File: config.mk
export PLATFORM = sky130hd
export DESIGN_NAME = accelerometer_tilt_angles_flat
export DESIGN_NICKNAME = d
export VERILOG_FILES = /design/src/rtl/tilt_pkg.sv /design/src/rtl/tilt_in_if.sv /design/src/rtl/tilt_out_if.sv /design/src/rtl/accelerometer_tilt_angles.sv /design/src/rtl/tilt_cordic.sv /design/src/flat_wrapper.sv
export SDC_FILE = /design/constraint.sdc
export NUM_CORES = 1
export LEC_CHECK = 0
export ABC_AREA = 1
export ABC_CLOCK_PERIOD_IN_PS = 10600
export BUFFER_PORTS_ARGS = -buffer_cell sky130_fd_sc_hd__buf_2
export CAP_MARGIN = 0
export CORE_ASPECT_RATIO = 0.6
export CORE_MARGIN = 3
export CORE_UTILIZATION = 47
export DETAILED_ROUTE_END_ITERATION = 16
export GPL_TIMING_DRIVEN = 0
export PLACE_DENSITY_LB_ADDON = 0.08
export SLEW_MARGIN = 20
export SYNTH_ARGS = -nofsm -noshare
export SYNTH_HDL_FRONTEND = slang
export SYNTH_HIERARCHICAL = 1
export SYNTH_SLANG_ARGS = --single-unit
File: constraint.sdc
create_clock -name clk -period 10.6 [get_ports clk]
set_clock_uncertainty 0.05 [all_clocks]
set_input_delay 1.59 -clock clk [delete_from_list [all_inputs] [get_ports clk]]
set_output_delay 1.59 -clock clk [all_outputs]
set_load 0.005 [all_outputs]
File: src/rtl/tilt_pkg.sv
package tilt_pkg;

  localparam int SAMPLE_W   = 8;
  localparam int AXIS_W     = SAMPLE_W + 1;
  localparam int ANGLE_W    = 16;
  localparam int CFG_DATA_W = 8;
  localparam int CFG_IDX_W  = 1;
  localparam int ACC_FRAC   = 16;
  localparam int XY_W       = 28;
  localparam int Z_W        = 25;
  localparam int TAB_IDX_W  = 5;
  localparam int TAB_LEN    = 24;

  typedef logic [SAMPLE_W-1:0]          sample_t;
  typedef logic signed [AXIS_W-1:0]     axis_t;
  typedef logic signed [ANGLE_W-1:0]    angle_t;
  typedef logic [CFG_DATA_W-1:0]        cfg_data_t;
  typedef logic [CFG_IDX_W-1:0]         cfg_idx_t;
  typedef logic signed [XY_W-1:0]       xy_t;
  typedef logic signed [Z_W-1:0]        zacc_t;
  typedef logic [1:0]                   pair_t;

  localparam cfg_idx_t REG_SAMPLE_OFFSET = 1'd0;
  localparam cfg_idx_t REG_ARM_THRESHOLD = 1'd1;

  localparam sample_t RESET_OFFSET    = 8'd81;
  localparam sample_t RESET_THRESHOLD = 8'd132;

  localparam pair_t PAIR_XY = 2'd0;
  localparam pair_t PAIR_XZ = 2'd1;
  localparam pair_t PAIR_YZ = 2'd2;

  localparam angle_t ANGLE_MAX = 16'sh7fff;
  localparam angle_t ANGLE_MIN = 16'sh8000;

  typedef enum logic [1:0] {
    ST_IDLE,
    ST_LAUNCH,
    ST_WAIT,
    ST_OUT
  } tilt_state_t;

  typedef enum logic [1:0] {
    CS_IDLE,
    CS_RUN,
    CS_ROUND,
    CS_DONE
  } cordic_state_t;

  typedef struct packed {
    logic  start;
    axis_t num;
    axis_t den;
  } cordic_req_t;

  typedef struct packed {
    logic   done;
    angle_t result;
  } cordic_rsp_t;

  function automatic zacc_t atan_step(input logic [TAB_IDX_W-1:0] idx);
    zacc_t t;
    case (idx)
      5'd0:    t = 25'sd2949120;
      5'd1:    t = 25'sd1740967;
      5'd2:    t = 25'sd919879;
      5'd3:    t = 25'sd466945;
      5'd4:    t = 25'sd234379;
      5'd5:    t = 25'sd117304;
      5'd6:    t = 25'sd58666;
      5'd7:    t = 25'sd29335;
      5'd8:    t = 25'sd14668;
      5'd9:    t = 25'sd7334;
      5'd10:   t = 25'sd3667;
      5'd11:   t = 25'sd1833;
      5'd12:   t = 25'sd917;
      5'd13:   t = 25'sd458;
      5'd14:   t = 25'sd229;
      5'd15:   t = 25'sd115;
      5'd16:   t = 25'sd57;
      5'd17:   t = 25'sd29;
      5'd18:   t = 25'sd14;
      5'd19:   t = 25'sd7;
      5'd20:   t = 25'sd4;
      5'd21:   t = 25'sd2;
      5'd22:   t = 25'sd1;
      default: t = 25'sd0;
    endcase
    return t;
  endfunction

endpackage

File: src/rtl/tilt_in_if.sv
interface tilt_in_if;
  logic              valid;
  logic              ready;
  tilt_pkg::sample_t ax_sample;
  tilt_pkg::sample_t ay_sample;
  tilt_pkg::sample_t az_sample;
  tilt_pkg::sample_t arm_sample;

  modport source (output valid, ax_sample, ay_sample, az_sample, arm_sample, input ready);
  modport sink (input valid, ax_sample, ay_sample, az_sample, arm_sample, output ready);
endinterface

File: src/rtl/tilt_out_if.sv
interface tilt_out_if;
  logic             valid;
  logic             ready;
  tilt_pkg::angle_t angle_xy;
  tilt_pkg::angle_t angle_xz;
  tilt_pkg::angle_t angle_yz;
  logic             angles_fresh;

  modport source (output valid, angle_xy, angle_xz, angle_yz, angles_fresh, input ready);
  modport sink (input valid, angle_xy, angle_xz, angle_yz, angles_fresh, output ready);
endinterface

File: src/rtl/accelerometer_tilt_angles.sv
// Tilt angles from three accelerometer axes.
// An item on samples carries raw x, y and z samples and an arm sample. The
// configured zero offset is subtracted from each axis. If the arm sample is
// above the threshold, atan(x/y), atan(z/x) and atan(y/z) are worked out in
// signed degrees with ANGLE_FRAC_BITS fraction bits and latched; otherwise
// the last latched angles are sent again with angles_fresh low.
// The three angles share one vectoring CORDIC that does one iteration per
// cycle; an armed item finishes sooner when a numerator or denominator is
// zero, and an item that is not armed goes straight to the output.
// samples.ready is high only while the sequencer is idle, so no new item
// is accepted until the block is through with the last one and has handed
// its result to the output register.
// The result sits in an output register until the receiver takes it; a new
// item may be accepted meanwhile, and its result waits for the register.
// Reset clears the latched angles to zero, loads offset 81 and threshold 132
// and drops angles.valid. Registers must be written through cfg_write,
// cfg_index and cfg_data while the block is idle, which it does not enforce.
module accelerometer_tilt_angles #(
  parameter int ANGLE_FRAC_BITS   = 8,
  parameter int ARCTAN_ITERATIONS = 16
) (
  input  logic                clk,
  input  logic                rst,
  input  logic                cfg_write,
  input  tilt_pkg::cfg_idx_t  cfg_index,
  input  tilt_pkg::cfg_data_t cfg_data,
  tilt_in_if.sink             samples,
  tilt_out_if.source          angles
);
  import tilt_pkg::*;

  tilt_state_t state, state_next;
  sample_t     sample_offset, arm_threshold;
  axis_t       ax, ay, az;
  logic        armed;
  pair_t       pair;
  angle_t      held_xy, held_xz, held_yz;
  logic        out_valid;
  angle_t      out_xy, out_xz, out_yz;
  logic        out_fresh;
  logic        accept, arm_now, out_free, load_out, capture;
  cordic_req_t req;
  cordic_rsp_t rsp;

  tilt_cordic #(
    .ANGLE_FRAC_BITS  (ANGLE_FRAC_BITS),
    .ARCTAN_ITERATIONS(ARCTAN_ITERATIONS)
  ) u_cordic (
    .clk(clk),
    .rst(rst),
    .req(req),
    .rsp(rsp)
  );

  assign accept   = samples.valid && samples.ready;
  assign arm_now  = samples.arm_sample > arm_threshold;
  assign out_free = !out_valid || angles.ready;

  always_comb begin
    state_next = state;
    case (state)
      ST_IDLE: begin
        if (samples.valid) begin
          state_next = arm_now ? ST_LAUNCH : ST_OUT;
        end
      end
      ST_LAUNCH: state_next = ST_WAIT;
      ST_WAIT: begin
        if (rsp.done) begin
          state_next = (pair == PAIR_YZ) ? ST_OUT : ST_LAUNCH;
        end
      end
      ST_OUT: begin
        if (out_free) begin
          state_next = ST_IDLE;
        end
      end
      default: state_next = ST_IDLE;
    endcase
  end

  always_comb begin
    samples.ready = (state == ST_IDLE);
    req.start     = (state == ST_LAUNCH);
    capture       = (state == ST_WAIT) && rsp.done;
    load_out      = (state == ST_OUT) && out_free;
    case (pair)
      PAIR_XY: begin
        req.num = ax;
        req.den = ay;
      end
      PAIR_XZ: begin
        req.num = az;
        req.den = ax;
      end
      PAIR_YZ: begin
        req.num = ay;
        req.den = az;
      end
      default: begin
        req.num = '0;
        req.den = '0;
      end
    endcase
  end

  always_ff @(posedge clk) begin
    if (rst) begin
      state         <= ST_IDLE;
      sample_offset <= RESET_OFFSET;
      arm_threshold <= RESET_THRESHOLD;
      pair          <= PAIR_XY;
      armed         <= 1'b0;
      held_xy       <= '0;
      held_xz       <= '0;
      held_yz       <= '0;
      out_valid     <= 1'b0;
    end else begin
      state <= state_next;
      if (cfg_write) begin
        case (cfg_index)
          REG_SAMPLE_OFFSET: sample_offset <= cfg_data;
          REG_ARM_THRESHOLD: arm_threshold <= cfg_data;
          default: ;
        endcase
      end
      if (accept) begin
        armed <= arm_now;
        pair  <= PAIR_XY;
      end
      if (capture) begin
        case (pair)
          PAIR_XY: held_xy <= rsp.result;
          PAIR_XZ: held_xz <= rsp.result;
          PAIR_YZ: held_yz <= rsp.result;
          default: ;
        endcase
        pair <= (pair == PAIR_YZ) ? PAIR_XY : pair + 2'd1;
      end
      if (load_out) begin
        out_valid <= 1'b1;
      end else if (angles.ready) begin
        out_valid <= 1'b0;
      end
    end
  end

  always_ff @(posedge clk) begin
    if (accept) begin
      ax <= AXIS_W'({1'b0, samples.ax_sample}) - AXIS_W'({1'b0, sample_offset});
      ay <= AXIS_W'({1'b0, samples.ay_sample}) - AXIS_W'({1'b0, sample_offset});
      az <= AXIS_W'({1'b0, samples.az_sample}) - AXIS_W'({1'b0, sample_offset});
    end
    if (load_out) begin
      out_xy    <= held_xy;
      out_xz    <= held_xz;
      out_yz    <= held_yz;
      out_fresh <= armed;
    end
  end

  assign angles.valid        = out_valid;
  assign angles.angle_xy     = out_xy;
  assign angles.angle_xz     = out_xz;
  assign angles.angle_yz     = out_yz;
  assign angles.angles_fresh = out_fresh;

`ifndef ASSERT_OFF
  a_done_in_wait: assert property (@(posedge clk) disable iff (rst)
    rsp.done |-> state == ST_WAIT)
    else $error("arctangent finished while the sequencer was not waiting");
  a_last_pair: assert property (@(posedge clk) disable iff (rst)
    (state == ST_WAIT && rsp.done && pair == PAIR_YZ) |=> state == ST_OUT)
    else $error("sequencer did not finish after the third angle");
  a_pair_range: assert property (@(posedge clk) disable iff (rst)
    pair == PAIR_XY || pair == PAIR_XZ || pair == PAIR_YZ)
    else $error("angle pair index out of range");
  a_held_path: assert property (@(posedge clk) disable iff (rst)
    (accept && !arm_now) |=> (state == ST_OUT && !armed))
    else $error("unarmed item did not go straight to the output");
`endif

endmodule

File: src/rtl/tilt_cordic.sv
module tilt_cordic #(
  parameter int ANGLE_FRAC_BITS   = 8,
  parameter int ARCTAN_ITERATIONS = 16
) (
  input  logic                  clk,
  input  logic                  rst,
  input  tilt_pkg::cordic_req_t req,
  output tilt_pkg::cordic_rsp_t rsp
);
  import tilt_pkg::*;

  localparam int IW      = (ARCTAN_ITERATIONS > 2) ? $clog2(ARCTAN_ITERATIONS) : 1;
  localparam int SHIFT   = ACC_FRAC - ANGLE_FRAC_BITS;
  localparam int R90     = 90 << ANGLE_FRAC_BITS;
  localparam logic [IW-1:0] LAST_ITER = IW'(ARCTAN_ITERATIONS - 1);
  localparam zacc_t Z_HALF  = Z_W'(1 << (SHIFT - 1));
  localparam zacc_t Z_90    = Z_W'(90 << ACC_FRAC);
  localparam zacc_t Z_SMAX  = Z_W'(32767);
  localparam zacc_t Z_SMIN  = -Z_W'(32768);
  localparam angle_t RES_P90 = (R90 > 32767) ? ANGLE_MAX : ANGLE_W'(R90);
  localparam angle_t RES_N90 = (R90 > 32768) ? ANGLE_MIN : ANGLE_W'(-R90);

  cordic_state_t   state, state_next;
  xy_t             x, y;
  zacc_t           z;
  logic [IW-1:0]   iter;
  logic            neg;
  angle_t          result;
  xy_t             dx, dy;
  zacc_t           t;
  xy_t             x_next, y_next;
  zacc_t           z_next;
  zacc_t           zc, rnd, signed_rnd;
  angle_t          rounded;
  logic [SAMPLE_W-1:0] mag_num, mag_den;
  logic            trivial;

  assign mag_num = SAMPLE_W'(req.num[AXIS_W-1] ? -req.num : req.num);
  assign mag_den = SAMPLE_W'(req.den[AXIS_W-1] ? -req.den : req.den);
  assign trivial = (req.num == '0) || (req.den == '0);

  always_comb begin
    dx = y >>> iter;
    dy = x >>> iter;
    t  = atan_step(TAB_IDX_W'(iter));
    if (!y[XY_W-1]) begin
      x_next = x + dx;
      y_next = y - dy;
      z_next = z + t;
    end else begin
      x_next = x - dx;
      y_next = y + dy;
      z_next = z - t;
    end
  end

  always_comb begin
    if (z[Z_W-1]) begin
      zc = '0;
    end else if (z > Z_90) begin
      zc = Z_90;
    end else begin
      zc = z;
    end
    rnd = (zc + Z_HALF) >>> SHIFT;
    signed_rnd = neg ? -rnd : rnd;
    if (signed_rnd > Z_SMAX) begin
      rounded = ANGLE_MAX;
    end else if (signed_rnd < Z_SMIN) begin
      rounded = ANGLE_MIN;
    end else begin
      rounded = ANGLE_W'(signed_rnd);
    end
  end

  always_comb begin
    state_next = state;
    case (state)
      CS_IDLE: begin
        if (req.start) begin
          state_next = trivial ? CS_DONE : CS_RUN;
        end
      end
      CS_RUN: begin
        if (iter == LAST_ITER) begin
          state_next = CS_ROUND;
        end
      end
      CS_ROUND: state_next = CS_DONE;
      CS_DONE:  state_next = CS_IDLE;
      default:  state_next = CS_IDLE;
    endcase
  end

  always_comb begin
    rsp.done   = (state == CS_DONE);
    rsp.result = result;
  end

  always_ff @(posedge clk) begin
    if (rst) begin
      state <= CS_IDLE;
    end else begin
      state <= state_next;
    end
  end

  always_ff @(posedge clk) begin
    case (state)
      CS_IDLE: begin
        if (req.start) begin
          iter <= '0;
          neg  <= req.num[AXIS_W-1] ^ req.den[AXIS_W-1];
          x    <= {{(XY_W-SAMPLE_W-ACC_FRAC){1'b0}}, mag_den, {ACC_FRAC{1'b0}}};
          y    <= {{(XY_W-SAMPLE_W-ACC_FRAC){1'b0}}, mag_num, {ACC_FRAC{1'b0}}};
          z    <= '0;
          if (req.num == '0) begin
            result <= '0;
          end else if (req.den == '0) begin
            result <= req.num[AXIS_W-1] ? RES_N90 : RES_P90;
          end
        end
      end
      CS_RUN: begin
        x    <= x_next;
        y    <= y_next;
        z    <= z_next;
        iter <= iter + 1'b1;
      end
      CS_ROUND: result <= rounded;
      default: ;
    endcase
  end

`ifndef ASSERT_OFF
  a_x_positive: assert property (@(posedge clk) disable iff (rst)
    state == CS_RUN |-> !x[XY_W-1])
    else $error("cordic x went negative");
  a_done_once: assert property (@(posedge clk) disable iff (rst)
    state == CS_DONE |=> state == CS_IDLE)
    else $error("cordic done held for more than one cycle");
  a_run_length: assert property (@(posedge clk) disable iff (rst)
    (state == CS_RUN && iter == LAST_ITER) |=> state == CS_ROUND)
    else $error("cordic ran past its last iteration");
`endif

endmodule
File: src/flat_wrapper.sv
// flat-port wrapper written by rule: the top's interface ports become plain ports
module accelerometer_tilt_angles_flat import tilt_pkg::*;
#(
  parameter int ANGLE_FRAC_BITS   = 8,
  parameter int ARCTAN_ITERATIONS = 16
)
  (clk, rst, cfg_write, cfg_index, cfg_data, samples_valid, samples_ax_sample, samples_ay_sample, samples_az_sample, samples_arm_sample, samples_ready, angles_valid, angles_angle_xy, angles_angle_xz, angles_angle_yz, angles_angles_fresh, angles_ready);
  tilt_in_if samples_i ();
  tilt_out_if angles_i ();
  input  logic clk;
  input  logic rst;
  input  logic cfg_write;
  input  tilt_pkg::cfg_idx_t cfg_index;
  input  tilt_pkg::cfg_data_t cfg_data;
  input wire logic [$bits(samples_i.valid)-1:0] samples_valid;
  input wire logic [$bits(samples_i.ax_sample)-1:0] samples_ax_sample;
  input wire logic [$bits(samples_i.ay_sample)-1:0] samples_ay_sample;
  input wire logic [$bits(samples_i.az_sample)-1:0] samples_az_sample;
  input wire logic [$bits(samples_i.arm_sample)-1:0] samples_arm_sample;
  output wire logic [$bits(samples_i.ready)-1:0] samples_ready;
  output wire logic [$bits(angles_i.valid)-1:0] angles_valid;
  output wire logic [$bits(angles_i.angle_xy)-1:0] angles_angle_xy;
  output wire logic [$bits(angles_i.angle_xz)-1:0] angles_angle_xz;
  output wire logic [$bits(angles_i.angle_yz)-1:0] angles_angle_yz;
  output wire logic [$bits(angles_i.angles_fresh)-1:0] angles_angles_fresh;
  input wire logic [$bits(angles_i.ready)-1:0] angles_ready;
  assign samples_i.valid = samples_valid;
  assign samples_i.ax_sample = samples_ax_sample;
  assign samples_i.ay_sample = samples_ay_sample;
  assign samples_i.az_sample = samples_az_sample;
  assign samples_i.arm_sample = samples_arm_sample;
  assign samples_ready = samples_i.ready;
  assign angles_valid = angles_i.valid;
  assign angles_angle_xy = angles_i.angle_xy;
  assign angles_angle_xz = angles_i.angle_xz;
  assign angles_angle_yz = angles_i.angle_yz;
  assign angles_angles_fresh = angles_i.angles_fresh;
  assign angles_i.ready = angles_ready;
  accelerometer_tilt_angles #(.ANGLE_FRAC_BITS(ANGLE_FRAC_BITS), .ARCTAN_ITERATIONS(ARCTAN_ITERATIONS)) u_core (.clk(clk), .rst(rst), .cfg_write(cfg_write), .cfg_index(cfg_index), .cfg_data(cfg_data), .samples(samples_i), .angles(angles_i));
endmodule
# == Yosys cells after proc, flatten, opt, wreduce, memory -nomap -nowiden ==
# Memories as Yosys holds them, arrays and structs flattened. A register that Yosys moved wholly into a read port is not among the register bits.
# Index checks and enable logic that the tools add are counted.
# W data, S select, Z words.
# op_classes
n_mux,40
n_addsub,15
n_reduce_logical,25
bitwise_logic,2
magnitude_cmp,4
shift,2
n_eq_ne,15
# ops
cell,count
$mux W28,4
$pmux W28 S2,2
$mux W16,6
$mux W25,3
$add A28 B28 Y28,2
$sshr A28 B4 Y28,2
$sub A28 B28 Y28,2
$pmux W18 S3,1
$pmux W25 S2,1
$mux W24,2
$pmux W16 S2,1
$sub A8 B8 Y9,3
$add A24 B8 Y25 const B,1
$add A25 B25 Y25,1
$gt A25 B16 Y1 const B,1
$gt A25 B24 Y1 const B,1
$lt A25 B16 Y1 const B,1
$neg A17 Y25,1
$sub A25 B25 Y25,1
$mux W2,11
$logic_not A9 Y1,2
$mux W8,2
$neg A8 Y8,2
$pmux W2 S4,2
other kinds (21),48
# totals
mem_bits_ro,352
reg_bits,250
inputBits,46
memories,1
# mem_list
name,depth,word_bits,rd,rd_clocked_by_memory_dff,write_ports,line,text
(name not given),16,22,1,1,0,tilt_pkg.sv:63,case (idx)

# == Depth between registers and ports, before layout ==
# depth
ltp_word,10
ltp_mapped,33
mapped_depth_nobuf,31

# == Hierarchy ==
# The synthesis kept the hierarchy.
# modules_own_cells
module,cells_per_inst,area_each_um2,instances
tilt_cordic,2176,14293.7,1
accelerometer_tilt_angles,616,6266.0,1

# == Least setup slack after synthesis ==
# Ideal clock, no wire load.
# synth_path
path_kind,reg2reg
start,register u_core.u_cordic.state[1]
end,"register, netlist name u_core/u_cordic/t[8]"
path_slack_ns,3.550
arrival_time_ns,6.926
stages_incl_launch_ff,13
n_path_buf,1
setup_ns,0.074
path_cell_list,dfxtp_1 inv_1 ha_1 clkbuf_1 inv_1 o21ai_1 o21ai_0 inv_1 ha_1 or2_2 nand2_1 inv_1 o21ai_0
# synth_via
elab_chain_cells,4
elab_cells_between_ends,7
cone_classes,eq/ne (2); mux (2); reduce/logical (3)
# synth_lines
element,line,text
"start, declared",tilt_cordic.sv:23,"cordic_state_t state, state_next;"
"start signal, assigned",tilt_cordic.sv:104,state <= state_next;
$eq A2 B1 Y1 / $logic_not A2 Y1 (equally long branches),tilt_cordic.sv:109,case (state)
$reduce_bool A2 Y1 (no line) / $ne A2 B1 Y1 (equally long branches),n/a,
$reduce_and A2 Y1 (no line),n/a,
$mux W4 (no line) (*),n/a,
# Mark *: on every way between the ends. The rest lies on a longest branch, timed or not.
# A chain may end at the register's enable or synchronous reset.

# == Worst setup path in the final report ==
# layout_path
start,register u_core.u_cordic.iter[3]
end,"register u_core.u_cordic.y[23], data pin"
# layout_via
elab_chain_cells,4
elab_cells_between_ends,5
cone_classes,add/sub (2); shift (1); mux (2)
# layout_lines
element,line,text
"start, declared",tilt_cordic.sv:26,logic [IW-1:0] iter;
"start signal, assigned",tilt_cordic.sv:128,iter <= iter + 1'b1;
$sshr A28 B4 Y28 (*),tilt_cordic.sv:44,dy = x >>> iter;
$sub A28 B28 Y28 / $add A28 B28 Y28 (equally long branches),"tilt_cordic.sv:48, tilt_cordic.sv:52",
$mux W28 (*),tilt_cordic.sv:46,if (!y[XY_W-1]) begin
$pmux W28 S2 (*),tilt_cordic.sv:109,
"end signal, assigned",tilt_cordic.sv:115,"y <= {{(XY_W-SAMPLE_W-ACC_FRAC){1'b0}}, mag_num, {ACC_FRAC{1'b0}}};"
"end signal, assigned",tilt_cordic.sv:126,y <= y_next;
"end, declared",tilt_cordic.sv:24,"xy_t x, y;"
# Marked as above.

==> out/summary.md <==
In this run, the number of DRC markers left after iteration 0 of detailed routing was 2,170. The fraction of final layout cells sized beyond drive strength 1 came out at 0.09871. The tightest slew margin relative to the limit is 0.1679. Critical-path cell with the highest stage delay: sky130_fd_sc_hd__clkbuf_1. For this run, the top clock speed supported by timing is 177.3 MHz. The floorplan step set the die height to 168.0 microns. The logs give 1 for the level count of the clock H-tree and 3,520 for the count of placed standard cells in the final layout, fillers left out. The largest total area in the synthesized netlist belongs to sky130_fd_sc_hd__edfxtp_1. The run gives 0.4835 as the initial core utilization. The tools report the kind of capture point of the worst setup path as a register. Post-synthesis async set-or-reset flop share: 0. After synthesis, the cell types taking the most area are sky130_fd_sc_hd__edfxtp_1 (26%), sky130_fd_sc_hd__nand2_1 (11%), sky130_fd_sc_hd__dfxtp_1 (9.2%). The share of the clock period used by the worst path after layout was 0.5322. For the total of endpoints with negative setup slack in the final report, the log shows 0. Mean instance size in the synthesized netlist: 7.364 sq um. CTS placed an instance of sky130_fd_sc_hd__clkbuf_16 at the clock tree root. The most used flip-flop cell after synthesis is sky130_fd_sc_hd__edfxtp_1. Synthesis produced a netlist with a net count of 2,972. Synthesis instantiated 62 different standard cells from the library.

Entering global routing, the biggest net connects 30 pins. The floorplan step defined a die boundary enclosing 0.04637 sq mm. Per-cell via count in the routed design: 5.627. The run gives 2,792 as the synthesized instance count. The floorplan step set the die width to 276.0 microns. The tools report the category of the worst setup path launch point as a register. The worst path in the final design needs a cycle of 5.641 ns, including I/O delays and setup. The flow ran to the end, and the final reports show no timing, DRC or antenna violations. The detailed-placement wirelength estimate is 53.84 mm, and the number of cell instances on the worst register-to-register path is 24.

The worst hold path was traced through 0 stages. For the post-synthesis sequential area ratio, the log shows 0.3515. The routed layout has 19,810 vias. The transition time of the tightest slew-check pin came out at 1.248 ns. The critical setup path kind was register to register. The clock reaches the later pin of the worst-skew pair after 0.59 ns. The routed wirelength normalized by instance count is 19.24 microns. Row generation in the floorplan step produced 58 rows.

The tools report the via count of the first global-routing pass as 18,390. For the number of max-capacitance violations reported, the log shows 0. Yosys mapped a number of flops with a built-in enable equal to 178.

Setup repair after global routing left no endpoint under its margin. Among the stages of the critical path, the cell type that occurs most often is sky130_fd_sc_hd__nand2_1. On the critical path the largest part of the delay comes from compound AO/OA/AOI/OAI gates. The count of placed standard cells including taps is 3,464, and the placeable core region is 0.04253 sq mm. After detailed routing, the total wire length is 67.73 mm.

The Yosys step of the flow raised 6 warnings. The required time of the worst setup path came out at 10.87 ns. The critical path contains buffers and inverters numbering 4 combined.

In this run the number of cells on the critical path is 24. Maximum net fanout on the critical path: 10. The longest clock path from root to sink contains 3 buffers. After clock tree synthesis, the flow added hold-fix buffers numbering 0.

The global-route wire length before repair was 103.9 mm; the data arrival at the endpoint of the critical path was 5.91 ns. The number of hold-slack violations in the final timing report was 0. The logs give 0.1818 mV for the largest voltage drop on the vdd net and 0.01033 uW for the static leakage.

In this run, synthesis produced a sequential element count of 272. During placement, the flow inserted port buffers numbering 96. By count the netlist is led by sky130_fd_sc_hd__nand2_1 (592), sky130_fd_sc_hd__inv_1 (310), sky130_fd_sc_hd__nor2_1 (295). In the final design database the tool counted 3,105 nets. Before antenna repair, the detailed router went through 8 iterations. The tools report the post-CTS setup buffer count as 0. For this run the aggregate overflow at the end of global routing stands at 0. The count of pins over their slew limit was 0; the number of top-level pins was 97. Clock transition at the register clock pins on the worst setup and hold paths after CTS: 0.07 ns. After clock tree synthesis, the repair step resized 0 gates. The signal on the critical path passes through inv_1 > buf_2 > clkbuf_1 > o211ai_1 > nand2_1 > ha_1 > inv_1 > nor2_4 > nor2_1 > xor2_1 > ha_1 > nand2_1 > o21ai_0 > a21oi_1 > nand2_1 > a21boi_0 > o21ai_0 > a21oi_1 > o21ai_0 > nand2_1 > nand2_1 > nand2_1 > nand2_1 > o21ai_0. Initial antenna violation count: 0. The summed instance area of the synthesized netlist was 0.02056 sq mm; the power density relative to cell area was 325.0 mW/mm^2.

In this run the remaining antenna-violating nets after routing total 0. The global-route total usage across every layer came out at 0.2825. On the worst path, the slowest cell contributes a delay of 0.58 ns.

The final weighted congestion in routability-driven placement came out at 0.9716. TritonCTS built the clock tree. The layout overhead on the synthesized area was 11.40%.

Among all cell types in the netlist, the one instantiated most often is sky130_fd_sc_hd__nand2_1. The top cell type's share of synthesized area works out to 0.2600. After detailed routing, the number of remaining DRC violations is 0. The tools report the end-of-flow core utilization as 0.5386. Clock tree synthesis found a total of 272 sinks. The run gives 29 as the CTS buffer count.

The worst min-delay path category is register to register.
-- kinds of logic after synthesis --
kind of cell             share of synthesized area
XOR/XNOR                                   0.04217
adder cells (fa/ha/maj)                    0.08374
AND/OR/NAND/NOR                             0.2418
flip-flops                                  0.3515
buffers and inverters                      0.08441
multiplexers                              0.008763
AO/OA/AOI/OAI                               0.1876
-- routing by layer --
metal | up-vias | global-route usage | wire length [microns]
met5 | - | 0 | 0
li1 | 9748 | - | -
met3 | 70 | 0.06376 | 6552
met1 | 9230 | 0.4402 | 33630
met4 | 0 | 0.05480 | 1226
met2 | 760 | 0.3958 | 26320
-- metrics by stage --
stage | instance area, sq um | setup TNS, ns | setup slack [ns] | hold WS, ns | power (uW)
finish | 22900 | 0 | 4.959 | 0.3738 | 7443
global route | 22900 | 0 | 4.657 | 0.3902 | 8061
CTS | 22900 | 0 | 5.218 | 0.3672 | 7346
detailed placement | 21930 | 0 | 5.255 | 0.3591 | 6254
global placement | 21750 | -15.63 | -1.064 | 0.3586 | 6174
floorplan | 20560 | 0 | 3.550 | 0.3530 | 4959
-- cell type report --
type / count / area, sq um
Sequential cell: 272 / 7227
Timing Repair Buffer: 102 / 638.1
Buffer: 92 / 499.2
Clock inverter: 23 / 230.2
Tap cell: 570 / 713.2
Clock buffer: 31 / 733.2
Multi-Input combinational cell: 2100 / 11620
Antenna cell: 2 / 5.005
Inverter: 328 / 1237
Fill cell: 4173 / 19620
-- where the power goes --
group	leakage, uW	internal (uW)	total [uW]	switching, uW
clock network	0.000466	583	1060	477
logic	0.00745	1520	4730	3210
registers	0.00242	1440	1650	217
total	0.0103	3540	7440	3900
-- path summary, 6_finish.rpt --
kind	startpoint	to	slack [ns]
worst min-delay path	u_core/held_yz[4]	u_core/angles.angle_yz[4]	0.37
worst max register to register	u_core/u_cordic/iter[3]	u_core/u_cordic/y[23]	4.96
worst max-delay path	u_core/u_cordic/iter[3]	u_core/u_cordic/y[23]	4.96
worst min register to register	u_core/held_yz[4]	u_core/angles.angle_yz[4]	0.37
-- sequential cells by signal, indices dropped and copies added, names as in the netlist, 4 cells and up --
name and count:
u_core/az 9, u_core/held_xy 16, u_core/u_cordic/z 25, u_core/held_yz 16, u_core/angles.angle_xy 16, u_core/angles.angle_yz 16
u_core/ay 9, u_core/u_cordic/iter 4, u_core/u_cordic/t 22, u_core/ax 9, u_core/held_xz 16, u_core/u_cordic/y 28
u_core/arm_threshold 8, u_core/u_cordic/x 28, u_core/sample_offset 8, u_core/angles.angle_xz 16, u_core/u_cordic/result 16
-- placed cells by master, fill, tap and decap left out, drive strengths merged, types with 2 or more instances in the layout --
master / n
dfxtp: 94
edfxtp: 178
nand4: 41
diode: 2
nor4: 7
clkbuf: 61
xor2: 60
mux2i: 18
a21boi: 3
a31o: 2
o221ai: 19
o211ai: 21
a21oi: 232
bufinv: 3
nor2: 322
nand3b: 9
nor3: 31
clkinvlp: 3
o31ai: 6
clkinv: 16
fa: 6
ha: 128
xnor2: 39
a31oi: 11
buf: 164
and2: 3
nand3: 116
inv: 329
o21bai: 4
o21a: 22
a21o: 9
nand2: 605
o21ai: 363
or2: 11
o22ai: 4
(Power assumes the default switching activity.)
